[config.mk]
export PLATFORM = sky130hd
export DESIGN_NAME = mcet_ctrl
export DESIGN_NICKNAME = d
export VERILOG_FILES = /design/src/mcet_pkg.sv /design/src/mcet_ctrl.sv
export SDC_FILE = /design/constraint.sdc
export NUM_CORES = 1
export LEC_CHECK = 0
export BUFFER_PORTS_ARGS = -buffer_cell sky130_fd_sc_hd__buf_2
export CAP_MARGIN = 20
export CORE_UTILIZATION = 38
export CTS_CLUSTER_SIZE = 20
export DETAILED_ROUTE_END_ITERATION = 12
export PLACE_DENSITY = 0.73
export SYNTH_ARGS = -nofsm -noshare
export SYNTH_HDL_FRONTEND = slang
export SYNTH_SLANG_ARGS = --single-unit
[constraint.sdc]
create_clock -name clock -period 1.5 [get_ports clock]
set_input_delay 0.3 -clock clock [delete_from_list [all_inputs] [get_ports clock]]
set_output_delay 0.3 -clock clock [all_outputs]
set_load 0.05 [all_outputs]
[src/mcet_pkg.sv]
`timescale 1ns / 1ps
// ============================================================================
// mcet_pkg
// Shared types and fixed-point constants of the minimum cross-entropy
// threshold block.
// ============================================================================
package mcet_pkg;

   // Fixed-point formats: pmf Q1.24, moments Q8.24, logs Q8.16.
   localparam int FRAC_BITS  = 24;
   localparam int PMF_BITS   = 25;
   localparam int MOM_BITS   = 32;
   localparam int LN_BITS    = 24;
   // Bound on |ln m - ln g| in Q8.16, and on (|d|*|l|) >> 16.
   localparam int LDIFF_BITS = 22;
   localparam int TERM_BITS  = 38;
   localparam int COST_BITS  = 48;
   localparam int SQ_STEPS   = 16;
   localparam logic [31:0] LN2_Q32 = 32'd2977044472;

   // Input transaction payload.
   typedef struct packed {
      logic [7:0] pixel;
      logic       last;
   } req_type;

   // Result transaction payload.
   typedef struct packed {
      logic [8:0] threshold;
      logic       found;
   } rsp_type;

   // Commands from the controller to the datapath.
   typedef struct packed {
      logic bin;
      logic clear_step;
      logic compute_init;
      logic idx_zero;
      logic idx_one;
      logic idx_step;
      logic prep_start;
      logic prep_write;
      logic lvl_zero;
      logic lvl_step;
      logic moment_start;
      logic cost_clear;
      logic term_issue;
      logic best_update;
      logic emit;
   } cmd_type;

   // Status from the datapath to the controller.
   typedef struct packed {
      logic div_busy;
      logic loga_busy;
      logic logb_busy;
      logic pipe_busy;
      logic idx_last;
      logic lvl_last;
   } sts_type;

endpackage

[src/mcet_ctrl.sv]
`timescale 1ns / 1ps
// ============================================================================
// mcet_ctrl
// Controller: pixel intake, histogram clearing, the per-level preparation,
// the threshold search and the result handshake.
// ============================================================================
module mcet_ctrl (
   input  logic              clock,
   input  logic              reset,
   input  logic              req_valid,
   input  logic              req_last,
   output logic              req_stall,
   output logic              rsp_valid,
   input  logic              rsp_stall,
   input  mcet_pkg::sts_type sts,
   output mcet_pkg::cmd_type cmd
);

   typedef enum logic [3:0] {
      S_CLEAR,
      S_IDLE,
      S_DRAIN,
      S_PREP_RD,
      S_PREP_START,
      S_PREP_WAIT,
      S_MOM_RD,
      S_MOM_LOG,
      S_MOM_WAIT,
      S_TERMS,
      S_TERM_DRAIN,
      S_COMPARE,
      S_EMIT
   } ctrl_state_type;

   ctrl_state_type state_ff, state_in;
   logic           rsp_valid_ff, rsp_valid_in;

   // Next state and commands.
   always_comb begin
      cmd          = '0;
      state_in     = state_ff;
      rsp_valid_in = rsp_valid_ff && rsp_stall;
      unique case (state_ff)
         S_CLEAR: begin
            cmd.clear_step = 1'b1;
            cmd.idx_step   = 1'b1;
            if (sts.idx_last) begin
               state_in = S_IDLE;
            end
         end
         S_IDLE: begin
            if (req_valid) begin
               cmd.bin = 1'b1;
               if (req_last) begin
                  state_in = S_DRAIN;
               end
            end
         end
         S_DRAIN: begin
            cmd.compute_init = 1'b1;
            cmd.idx_zero     = 1'b1;
            state_in         = S_PREP_RD;
         end
         S_PREP_RD: begin
            state_in = S_PREP_START;
         end
         S_PREP_START: begin
            cmd.prep_start = 1'b1;
            state_in       = S_PREP_WAIT;
         end
         S_PREP_WAIT: begin
            if (!sts.div_busy && !sts.loga_busy) begin
               cmd.prep_write = 1'b1;
               if (sts.idx_last) begin
                  cmd.lvl_zero = 1'b1;
                  state_in     = S_MOM_RD;
               end else begin
                  cmd.idx_step = 1'b1;
                  state_in     = S_PREP_RD;
               end
            end
         end
         S_MOM_RD: begin
            state_in = S_MOM_LOG;
         end
         S_MOM_LOG: begin
            cmd.moment_start = 1'b1;
            state_in         = S_MOM_WAIT;
         end
         S_MOM_WAIT: begin
            if (!sts.loga_busy && !sts.logb_busy) begin
               cmd.cost_clear = 1'b1;
               cmd.idx_one    = 1'b1;
               state_in       = S_TERMS;
            end
         end
         S_TERMS: begin
            cmd.term_issue = 1'b1;
            cmd.idx_step   = 1'b1;
            if (sts.idx_last) begin
               state_in = S_TERM_DRAIN;
            end
         end
         S_TERM_DRAIN: begin
            if (!sts.pipe_busy) begin
               state_in = S_COMPARE;
            end
         end
         S_COMPARE: begin
            cmd.best_update = 1'b1;
            if (sts.lvl_last) begin
               state_in = S_EMIT;
            end else begin
               cmd.lvl_step = 1'b1;
               state_in     = S_MOM_RD;
            end
         end
         S_EMIT: begin
            if (!rsp_valid_ff || !rsp_stall) begin
               cmd.emit     = 1'b1;
               cmd.idx_zero = 1'b1;
               rsp_valid_in = 1'b1;
               state_in     = S_CLEAR;
            end
         end
      endcase
   end

   // State and result valid.
   always_ff @(posedge clock) begin
      if (reset) begin
         state_ff     <= S_CLEAR;
         rsp_valid_ff <= 1'b0;
      end else begin
         state_ff     <= state_in;
         rsp_valid_ff <= rsp_valid_in;
      end
   end

   assign req_stall = state_ff != S_IDLE;
   assign rsp_valid = rsp_valid_ff;

   // The best level is judged only once all terms of the level are summed.
   a_update_drained: assert property (@(posedge clock) disable iff (reset)
      cmd.best_update |-> !sts.pipe_busy)
      else $error("best level updated while terms are in flight");

   // A loaded result is offered in the next cycle.
   a_emit_valid: assert property (@(posedge clock) disable iff (reset)
      cmd.emit |=> rsp_valid)
      else $error("result loaded but not offered");

   // Table entries are written only from finished unit results.
   a_prep_done: assert property (@(posedge clock) disable iff (reset)
      cmd.prep_write |-> (!sts.div_busy && !sts.loga_busy))
      else $error("table written while a unit is busy");

endmodule

==> results of run 1 <==
-- synth_stat cells (all sizes together), types with 3 or more instances --
master  instances
nor3            3
inv             3
nand4           3
o21ai           3
buf             5
nand2b          6
nor3b           3
nand2           4
a21oi           7
nor2            8
dfxtp           5
-- kinds of logic after synthesis --
| group | after synthesis |
|---|---|
| AND/OR/NAND/NOR | 38 |
| flip-flops | 5 |
| AO/OA/AOI/OAI | 18 |
| buffers and inverters | 9 |
| XOR/XNOR | 1 |
| multiplexers | 1 |
-- metrics by stage --
stage               TNS, ns  utilization [%]  hold WS, ns
detailed placement   -0.619             74.5        0.559
floorplan             -1.72                -        0.365
global placement     -0.559             74.5        0.561
==> load_flow_metrics.sql, run 1 <==
INSERT INTO impl_metrics (metric_group, metric, value, unit) VALUES
('cts', 'h-tree-depth', '1', ''),
('synthesis', 'synth-simple-area-share', '44.4', '%'),
('synthesis', 'synthAdderAreaFrac', '0', '%'),
('cts', 'numClockSinks', '5', ''),
('synthesis', 'synth.avg_cell_area', '6.97', 'sq um'),
('cts', 'post_cts.resized_instances', '54', ''),
('cts', 'cts_inserted_buffers', '3', ''),
('synthesis', 'synth.yosys.warnings', '0', ''),
('die', 'die-height', '38.3', 'um'),
('run_status', 'status', 'aborted with a tool error', ''),
('placement', 'portbufs', '27', ''),
('synthesis', 'syn_inst', '72', ''),
('synthesis', 'synth_xor_xnor_area_share', '1.75', '%'),
('synthesis', 'synth_seq_area_share', '20.0', '%'),
('run_status', 'first-error', '[ERROR DPL-0038] Utilization greater than 100%, impossible to legalize', ''),
('synthesis', 'post_synth_edffs', '0', ''),
('die', 'floorplan.initialDensity', '42.8', '%'),
('synthesis', 'yosys-top-cells-area', 'dfxtp_1, nand2b_1, a21oi_1', ''),
('synthesis', 'synth.area.mux_share', '2.00', '%'),
('synthesis', 'async_reset_ff_share', '0', '%'),
('cts', 'clock_tree_root_buffer_cell', 'clkbuf_4', ''),
('synthesis', 'complex_gate_fraction_of_the_synthesized_area', '23.4', '%'),
('placement', 'post_placement_cell_count', '121', ''),
('synthesis', 'synth_top_area_share', '20.0', '%'),
('synthesis', 'synth_area', '502', 'sq um'),
('cts', 'cts_setup_buffers', '9', ''),
('die', 'dieWidth', '38.3', 'um'),
('placement', 'dpl.hpwl', '1.22', 'mm'),
('synthesis', 'yosys.area.top_type', 'dfxtp_1', ''),
('synthesis', 'synth_cell_type_count', '33', ''),
('placement', 'gp_congestion', '0.821', ''),
('synthesis', 'postSynthNetCount', '83', ''),
('synthesis', 'ys_seq_elements', '5', ''),
('cts', 'cts_hold_buffers', '0', ''),
('placement', 'post_dp_cell_area', '872', 'sq um'),
('run_status', 'failed_stage', 'clock tree synthesis', ''),
('placement', 'dp_worst_setup_slack', '-0.147', 'ns'),
('synthesis', 'combinational_family_with_the_most_area_after_synthesis', 'simple AND/OR/NAND/NOR gates', ''),
('die', 'rows', '12', ''),
('synthesis', 'synth_top_flop_cell', 'dfxtp_1', ''),
('cts', 'ctsLongestPathBuffers', '2', ''),
('die', 'io-pin-count', '28', '');
==> run 2: changes to the inputs <==
- CORE_AREA: unset -> 2 2 63 65
- CORE_UTILIZATION: 38 -> unset
- CTS_CLUSTER_SIZE: 20 -> unset
- DIE_AREA: unset -> 0 0 65 67
- PLACE_DENSITY: 0.73 -> unset
- PLACE_DENSITY_LB_ADDON: unset -> 0.15
- clock period: 1.5 -> 1.95 ns (I/O delays scaled with it)
==> load_flow_metrics.sql, run 2 <==
INSERT INTO impl_metrics (metric_group, metric, value, unit) VALUES
('layout', 'mostFrequentLayoutCells', 'buf_2, buf_4, nor2_1', ''),
('synthesis', 'yosys.cell_count.top_type', 'nor2_1', ''),
('timing', 'final_critical_path_setup_slack', '0.0698', 'ns'),
('routing', 'detail-route-antenna-nets', '0', ''),
('timing', 'timing.final.hold_violations', '0', ''),
('placement', 'portbufs', '27', ''),
('setup_path', 'r2r.worst_path.cells', '5', ''),
('cts', 'h-tree-depth', '1', ''),
('layout', 'multi_input_area', '468', 'sq um'),
('setup_path', 'worst-path-max-fanout', '4', ''),
('die', 'dieWidth', '65', 'um'),
('setup_path', 'worst-setup-path-type', 'reg -> out', ''),
('synthesis', 'yosys-top-cells-area', 'dfxtp_1, nand2b_1, a21oi_1', ''),
('die', 'io-pin-count', '28', ''),
('die', 'floorplan.core_area', '3610', 'sq um'),
('cts', 'numClockSinks', '5', ''),
('layout', 'antenna_cells_inserted', '0', ''),
('synthesis', 'synth.avg_cell_area', '6.97', 'sq um'),
('cts', 'ctsLongestPathBuffers', '2', ''),
('synthesis', 'post_synth_edffs', '0', ''),
('cts', 'clock_tree_from_tritoncts', 'done', ''),
('synthesis', 'synth_seq_area_share', '20.0', '%'),
('die', 'die_area', '4360', 'sq um'),
('setup_path', 'worst_setup_path_end_kind', 'output port', ''),
('setup_path', 'cp.arrival', '1.49', 'ns'),
('cts', 'cts_inserted_buffers', '3', ''),
('timing', 'slew_headroom', '83.0', '%'),
('setup_path', 'cp-endpoint', 'cmd[11]', ''),
('synthesis', 'yosys.area.top_type', 'dfxtp_1', ''),
('layout', 'ratio_of_cells_with_drive_above_1_in_the_final_layout', '54.7', '%'),
('worst_hold_path', 'worst_hold_path_type', 'in -> reg', ''),
('placement', 'dpl.hpwl', '1.47', 'mm'),
('synthesis', 'synth_top_area_share', '20.0', '%'),
('placement', 'dp_worst_setup_slack', '0.118', 'ns'),
('global_route', 'grt_overflow_total', '0', ''),
('synthesis', 'postSynthNetCount', '83', ''),
('global_route', 'grt_start_max_net_pins', '13', ''),
('synthesis', 'async_reset_ff_share', '0', '%'),
('timing', 'timing_worst_slew_pin_value', '0.257', 'ns'),
('global_route', 'first_global_vias', '681', ''),
('die', 'floorplan.initialDensity', '13.9', '%'),
('routing', 'routed_wirelength', '1.82', 'mm'),
('layout', 'area_growth_syn_to_layout', '80.5', '%'),
('layout', 'post-route-util', '25.1', '%'),
('routing', 'route.vias.total', '646', ''),
('global_route', 'grt_first_pass_wirelength', '3.15', 'mm'),
('timing', 'finalMaxSlewViolations', '0', ''),
('synthesis', 'ys_seq_elements', '5', ''),
('synthesis', 'post_synth_most_frequent_cells', 'nor2_1, a21oi_1, nand2b_1', ''),
('placement', 'gp_congestion', '0.701', ''),
('routing', 'dr.pass1.iters', '4', ''),
('layout', 'largest_register_ff_count', '4', ''),
('setup_path', 'startpoint_of_the_worst_setup_timing_path', 'state_ff[1]', ''),
('layout', 'layout.nets', '118', ''),
('setup_path', 'cp_cell_sequence', 'nand2b_1 > or3b_4 > a21oi_4 > or2_1 > buf_6', ''),
('timing', 'setup_repair_after_global_routing_missed_its_margin', 'true', ''),
('routing', 'avgViaCountPerCell', '4.19', ''),
('routing', 'drt_first_iter_violations', '4', ''),
('setup_path', 'r2r-end', 'state_ff[0]', ''),
('setup_path', 'worst-r2r-setup-slack', '0.42', 'ns'),
('timing', 'fin_crit', '1.88', 'ns'),
('synthesis', 'synth_cell_type_count', '33', ''),
('routing', 'post-route-drc-count', '0', ''),
('cts', 'cts_setup_buffers', '0', ''),
('synthesis', 'synth_area', '502', 'sq um'),
('setup_path', 'crit_buf_inv', '1', ''),
('setup_path', 'delay_of_the_slowest_cell_on_the_worst_path', '0.42', 'ns'),
('cts', 'cts_hold_buffers', '0', ''),
('synthesis', 'synth_top_flop_cell', 'dfxtp_1', ''),
('pwr', 'power.ir.vdd_worst', '0.000284', 'V'),
('layout', 'max_flop_register', 'state_ff', ''),
('setup_path', 'worst_r2r_startpoint', 'state_ff[0]', ''),
('layout', 'regArea', '103', 'sq um'),
('setup_path', 'type_of_origin_of_the_critical_path', 'register', ''),
('timing', 'clock_skew', '0.00138', 'ns'),
('run_status', 'status', 'completed', ''),
('cts', 'clk_latency', '0.22', 'ns'),
('synthesis', 'syn_inst', '72', ''),
('timing', 'setup_viol', '0', ''),
('setup_path', 'number_of_logic_stages_on_the_critical_path_including_buffering', '5', ''),
('cts', 'clock_tree_root_buffer_cell', 'clkbuf_8', ''),
('timing', 'final_min_period_over_clock_period', '96.4', '%'),
('die', 'rows', '22', ''),
('flow_run', 'cap_viol_max_count', '0', ''),
('layout', 'nFillCells', '403', ''),
('synthesis', 'synth.yosys.warnings', '0', ''),
('cts', 'cts.reportedPaths.clkPinSlew', '0.04', 'ns'),
('pwr', 'leakagePower', '0.000388', 'uW'),
('global_route', 'number_of_antenna_violations_at_the_first_check_in_global_routing', '0', ''),
('setup_path', 'required_worst_endpoint', '1.56', 'ns'),
('global_route', 'grt_usage', '9.39', '%'),
('pwr', 'power_per_cell_area', '1050', 'nW/um^2'),
('setup_path', 'critical_path.slowest_cell', 'or3b_4', ''),
('layout', 'mostFrequentLayoutCell', 'buf_2', ''),
('die', 'die-height', '67', 'um'),
('timing', 'max_freq', '0.532', 'GHz'),
('setup_path', 'cpLargestDelayFamily', 'simple AND/OR/NAND/NOR gates', ''),
('routing', 'wl_per_cell', '11.8', 'um');
## run 2: cell counts after synthesis
Identical to the previous run, type by type.
## run 2: where the power goes
group / total [uW] / internal [uW] / switching [uW] / leakage [uW]
logic: 618 / 224 / 394 / 0.000324
clock network: 188 / 140 / 47.6 / 0.0000228
registers: 143 / 122 / 21.6 / 0.0000414
total: 949 / 486 / 463 / 0.000388
## run 2: area by class of cell
type                            instances  share of cell area [%]
Sequential cell                         5                    11.3
Inverter                                3                    1.24
Clock buffer                            4                    4.97
Timing Repair Buffer                   36                    24.2
Multi-Input combinational cell         58                    51.7
Tap cell                               48                    6.63
## run 2: logic make-up (layout without fill, tap and decap cells)
group           Yosys count  count (layout)  synth area share (%)
simple gates             38              38                  44.4
compound gates           18              18                  23.4
buf+inv                   9              43                  8.48
flops                     5               5                  20.0
xor+xnor                  1               1                  1.75
mux                       1               1                  2.00
## run 2: through the flow
step | instances | setup TNS (ns) | hold slack (ns) | power [uW] | instance area, sq um
after floorplan | 72 | -0.675 | 0.459 | 579 | 597
after global placement | 150 | 0 | 0.592 | 745 | 827
after detailed placement | 150 | 0 | 0.585 | 738 | 827
after CTS | 154 | 0 | 0.439 | 940 | 885
after global routing | 154 | -0.00216 | 0.445 | 1010 | 906
final | 154 | 0 | 0.435 | 949 | 906
## run 2: timing repair
item,in CTS,in global routing
gates resized for setup,4,9
pin swaps,0,0
hold endpoints to repair,0,0
endpoints found under the setup margin,4,8
## run 2: worst min-delay path by stage
stage / start / endpoint / depth (start not counted)
final: reset / rsp_valid / 2
after global routing: reset / rsp_valid / 2
after CTS: reset / rsp_valid / 2
after detailed placement: rsp_valid / rsp_valid / 2
after global placement: rsp_valid / rsp_valid / 2
after floorplan: reset / rsp_valid / 1
## run 2: routing by layer
layer | GRT usage, % | part of all wire (%) | vias up
met5 | 0 | 0 | -
met4 | 3.99 | 1.0 | 0
met3 | 1.69 | 5.6 | 2
met2 | 16.9 | 49 | 22
met1 | 10.8 | 45 | 293
li1 | - | - | 329
## run 2: worst reg2reg max path, stage by stage, from the launching register on
cell,delay (ns)
dfxtp_2,0.35
buf_4,0.17
or3b_1,0.37
a211o_1,0.27
nand3_2,0.12
mux2i_1,0.18
(Power assumes the default switching activity.)
==> run 3: changes to the inputs <==
- RECOVER_POWER: unset -> 100
==> load_flow_metrics.sql, run 3 (synthesis results as in run 2) <==
INSERT INTO impl_metrics (metric_group, metric, value, unit) VALUES
('run_status', 'status', 'completed', ''),
('routing', 'dr.pass1.iters', '4', ''),
('die', 'die-height', '67', 'um'),
('layout', 'layout.nets', '118', ''),
('layout', 'mostFrequentLayoutCells', 'buf_2, buf_4, nor2_1', ''),
('routing', 'detail-route-antenna-nets', '0', ''),
('cts', 'ctsLongestPathBuffers', '2', ''),
('routing', 'wl_per_cell', '11.8', 'um'),
('layout', 'post-route-util', '25.1', '%'),
('pwr', 'p_int', '486', 'uW'),
('pwr', 'power.ir.vdd_worst', '0.000284', 'V'),
('global_route', 'first_global_vias', '681', ''),
('cts', 'cts_hold_buffers', '0', ''),
('setup_path', 'r2r-end', 'state_ff[0]', ''),
('pwr', 'p_sw', '463', 'uW'),
('worst_hold_path', 'min_from', 'reset', ''),
('layout', 'final-instance-count-excl-fill', '154', ''),
('pwr', 'share_seq_of_total_power', '15.1', '%'),
('timing', 'finalMaxSlewViolations', '0', ''),
('setup_path', 'worst-r2r-setup-slack', '0.42', 'ns'),
('timing', 'fin_crit', '1.88', 'ns'),
('pwr', 'leakagePower', '0.000384', 'uW'),
('timing', 'max_freq', '0.532', 'GHz'),
('die', 'die_area', '4360', 'sq um'),
('cts', 'cts_inserted_buffers', '3', ''),
('global_route', 'number_of_antenna_violations_at_the_first_check_in_global_routing', '0', ''),
('routing', 'avgViaCountPerCell', '4.19', ''),
('cts', 'numClockSinks', '5', ''),
('routing', 'routed_wirelength', '1.81', 'mm'),
('layout', 'nFillCells', '402', ''),
('timing', 'setup_viol', '0', ''),
('setup_path', 'worst-setup-path-type', 'reg -> out', ''),
('global_route', 'grt_usage', '9.39', '%'),
('layout', 'max_flop_register', 'state_ff', ''),
('routing', 'post-route-drc-count', '0', ''),
('setup_path', 'worst-path-max-fanout', '4', ''),
('cts', 'cts_setup_buffers', '0', ''),
('placement', 'post_placement_cell_count', '150', ''),
('setup_path', 'worst_r2r_startpoint', 'state_ff[0]', ''),
('timing', 'final.setup.tns', '0', 'ns'),
('setup_path', 'required_worst_endpoint', '1.56', 'ns'),
('layout', 'largest_register_ff_count', '4', ''),
('timing', 'fin_hold_ws', '0.435', 'ns'),
('die', 'floorplan.initialDensity', '13.9', '%'),
('setup_path', 'r2r.worst_path.cells', '5', ''),
('timing', 'clock_skew', '0.00137', 'ns'),
('placement', 'dpl.hpwl', '1.47', 'mm'),
('layout', 'antenna_cells_inserted', '0', ''),
('cts', 'clock_tree_from_tritoncts', 'done', ''),
('setup_path', 'type_of_origin_of_the_critical_path', 'register', ''),
('routing', 'drt_first_iter_violations', '5', ''),
('flow_run', 'cap_viol_max_count', '0', ''),
('die', 'io-pin-count', '28', ''),
('pwr', 'p_sw_share', '48.8', '%'),
('worst_hold_path', 'hold_crit_endpoint', 'rsp_valid', ''),
('setup_path', 'cp.arrival', '1.49', 'ns'),
('pwr', 'power_per_cell_area', '1050', 'nW/um^2'),
('placement', 'portbufs', '27', ''),
('timing', 'timing_worst_slew_pin_value', '0.588', 'ns'),
('layout', 'ratio_of_cells_with_drive_above_1_in_the_final_layout', '53.8', '%'),
('setup_path', 'worst_setup_path_end_kind', 'output port', ''),
('cts', 'clk_latency', '0.22', 'ns'),
('cts', 'h-tree-depth', '1', ''),
('routing', 'route.vias.total', '646', ''),
('timing', 'slew_headroom', '60.9', '%'),
('timing', 'timing.final.hold_violations', '0', ''),
('cts', 'cts.reportedPaths.clkPinSlew', '0.04', 'ns'),
('worst_hold_path', 'worst_hold_path_type', 'in -> reg', ''),
('global_route', 'grt_first_pass_wirelength', '3.15', 'mm'),
('cts', 'clock_tree_root_buffer_cell', 'clkbuf_8', ''),
('die', 'floorplan.core_area', '3610', 'sq um'),
('placement', 'gp_congestion', '0.701', ''),
('layout', 'stdcell_area', '905', 'sq um'),
('global_route', 'grt_start_max_net_pins', '13', ''),
('die', 'dieWidth', '65', 'um'),
('pwr', 'power.clock.fraction', '19.8', '%'),
('timing', 'final_min_period_over_clock_period', '96.4', '%'),
('placement', 'post_dp_cell_area', '827', 'sq um'),
('timing', 'setup_repair_after_global_routing_missed_its_margin', 'true', ''),
('layout', 'mostFrequentLayoutCell', 'buf_2', ''),
('layout', 'area_growth_syn_to_layout', '80.3', '%'),
('pwr', 'p_comb_share', '65.1', '%'),
('die', 'rows', '22', ''),
('worst_hold_path', 'hold-path-cell-count', '2', ''),
('global_route', 'grt_overflow_total', '0', '');
==> run 3: power by group through the flow <==
stage | combinational [uW] | clock (uW) | sequential [uW]
floorplan | 445 | 0 | 134
global placement | 602 | 0 | 143
detailed placement | 598 | 0 | 141
CTS | 609 | 190 | 141
global route | 663 | 201 | 148
finish | 618 | 188 | 143
==> run 3: worst max path at each step <==
stage / from / end / slack [ns] / depth (start not counted)
2_1_floorplan: state_ff[2] / cmd[11] / -0.24 / 4
3_3_place_gp: state_ff[1] / cmd[11] / 0.13 / 5
3_5_place_dp: state_ff[3] / cmd[11] / 0.12 / 5
4_1_cts: state_ff[1] / cmd[5] / 0.02 / 5
5_1_grt: state_ff[1] / cmd[14] / -0.002 / 6
6_report: state_ff[1] / cmd[11] / 0.07 / 5
==> run 3: metal layers <==
layer	GRT usage, %	share of wire [%]	vias up
met3	1.69	5.6	2
met5	0	0	-
li1	-	-	329
met2	16.9	49	22
met4	3.99	1.0	0
met1	10.8	45	293
==> run 3: repair_timing <==
| item | CTS | global route |
|---|---|---|
| endpoints found under the setup margin | 4 | 8 |
| hold endpoints to repair | 0 | 0 |
| gates resized for setup | 4 | 9 |
==> run 3: worst max-delay path: stages (launching register included) <==
cell,delay (ns)
dfxtp_1,0.29
nand2b_1,0.15
or3b_4,0.42
a21oi_4,0.13
or2_1,0.12
buf_6,0.15
==> run 3: through the flow <==
stage / total power [uW] / worst slack [ns]
2_1_floorplan: 579 / -0.241
3_3_place_gp: 745 / 0.135
3_5_place_dp: 738 / 0.118
4_1_cts: 940 / 0.0167
5_1_grt: 1010 / -0.00216
6_report: 949 / 0.0698
==> run 3: final cells by class <==
cell class / count / area [sq um] / share of cell area, %
multi-input combinational: 58 / 468 / 51.7
timing repair buffer: 36 / 218 / 24.1
sequential: 5 / 103 / 11.3
tap: 48 / 60.1 / 6.64
clock buffer: 4 / 45.0 / 4.98
inverter: 3 / 11.3 / 1.24
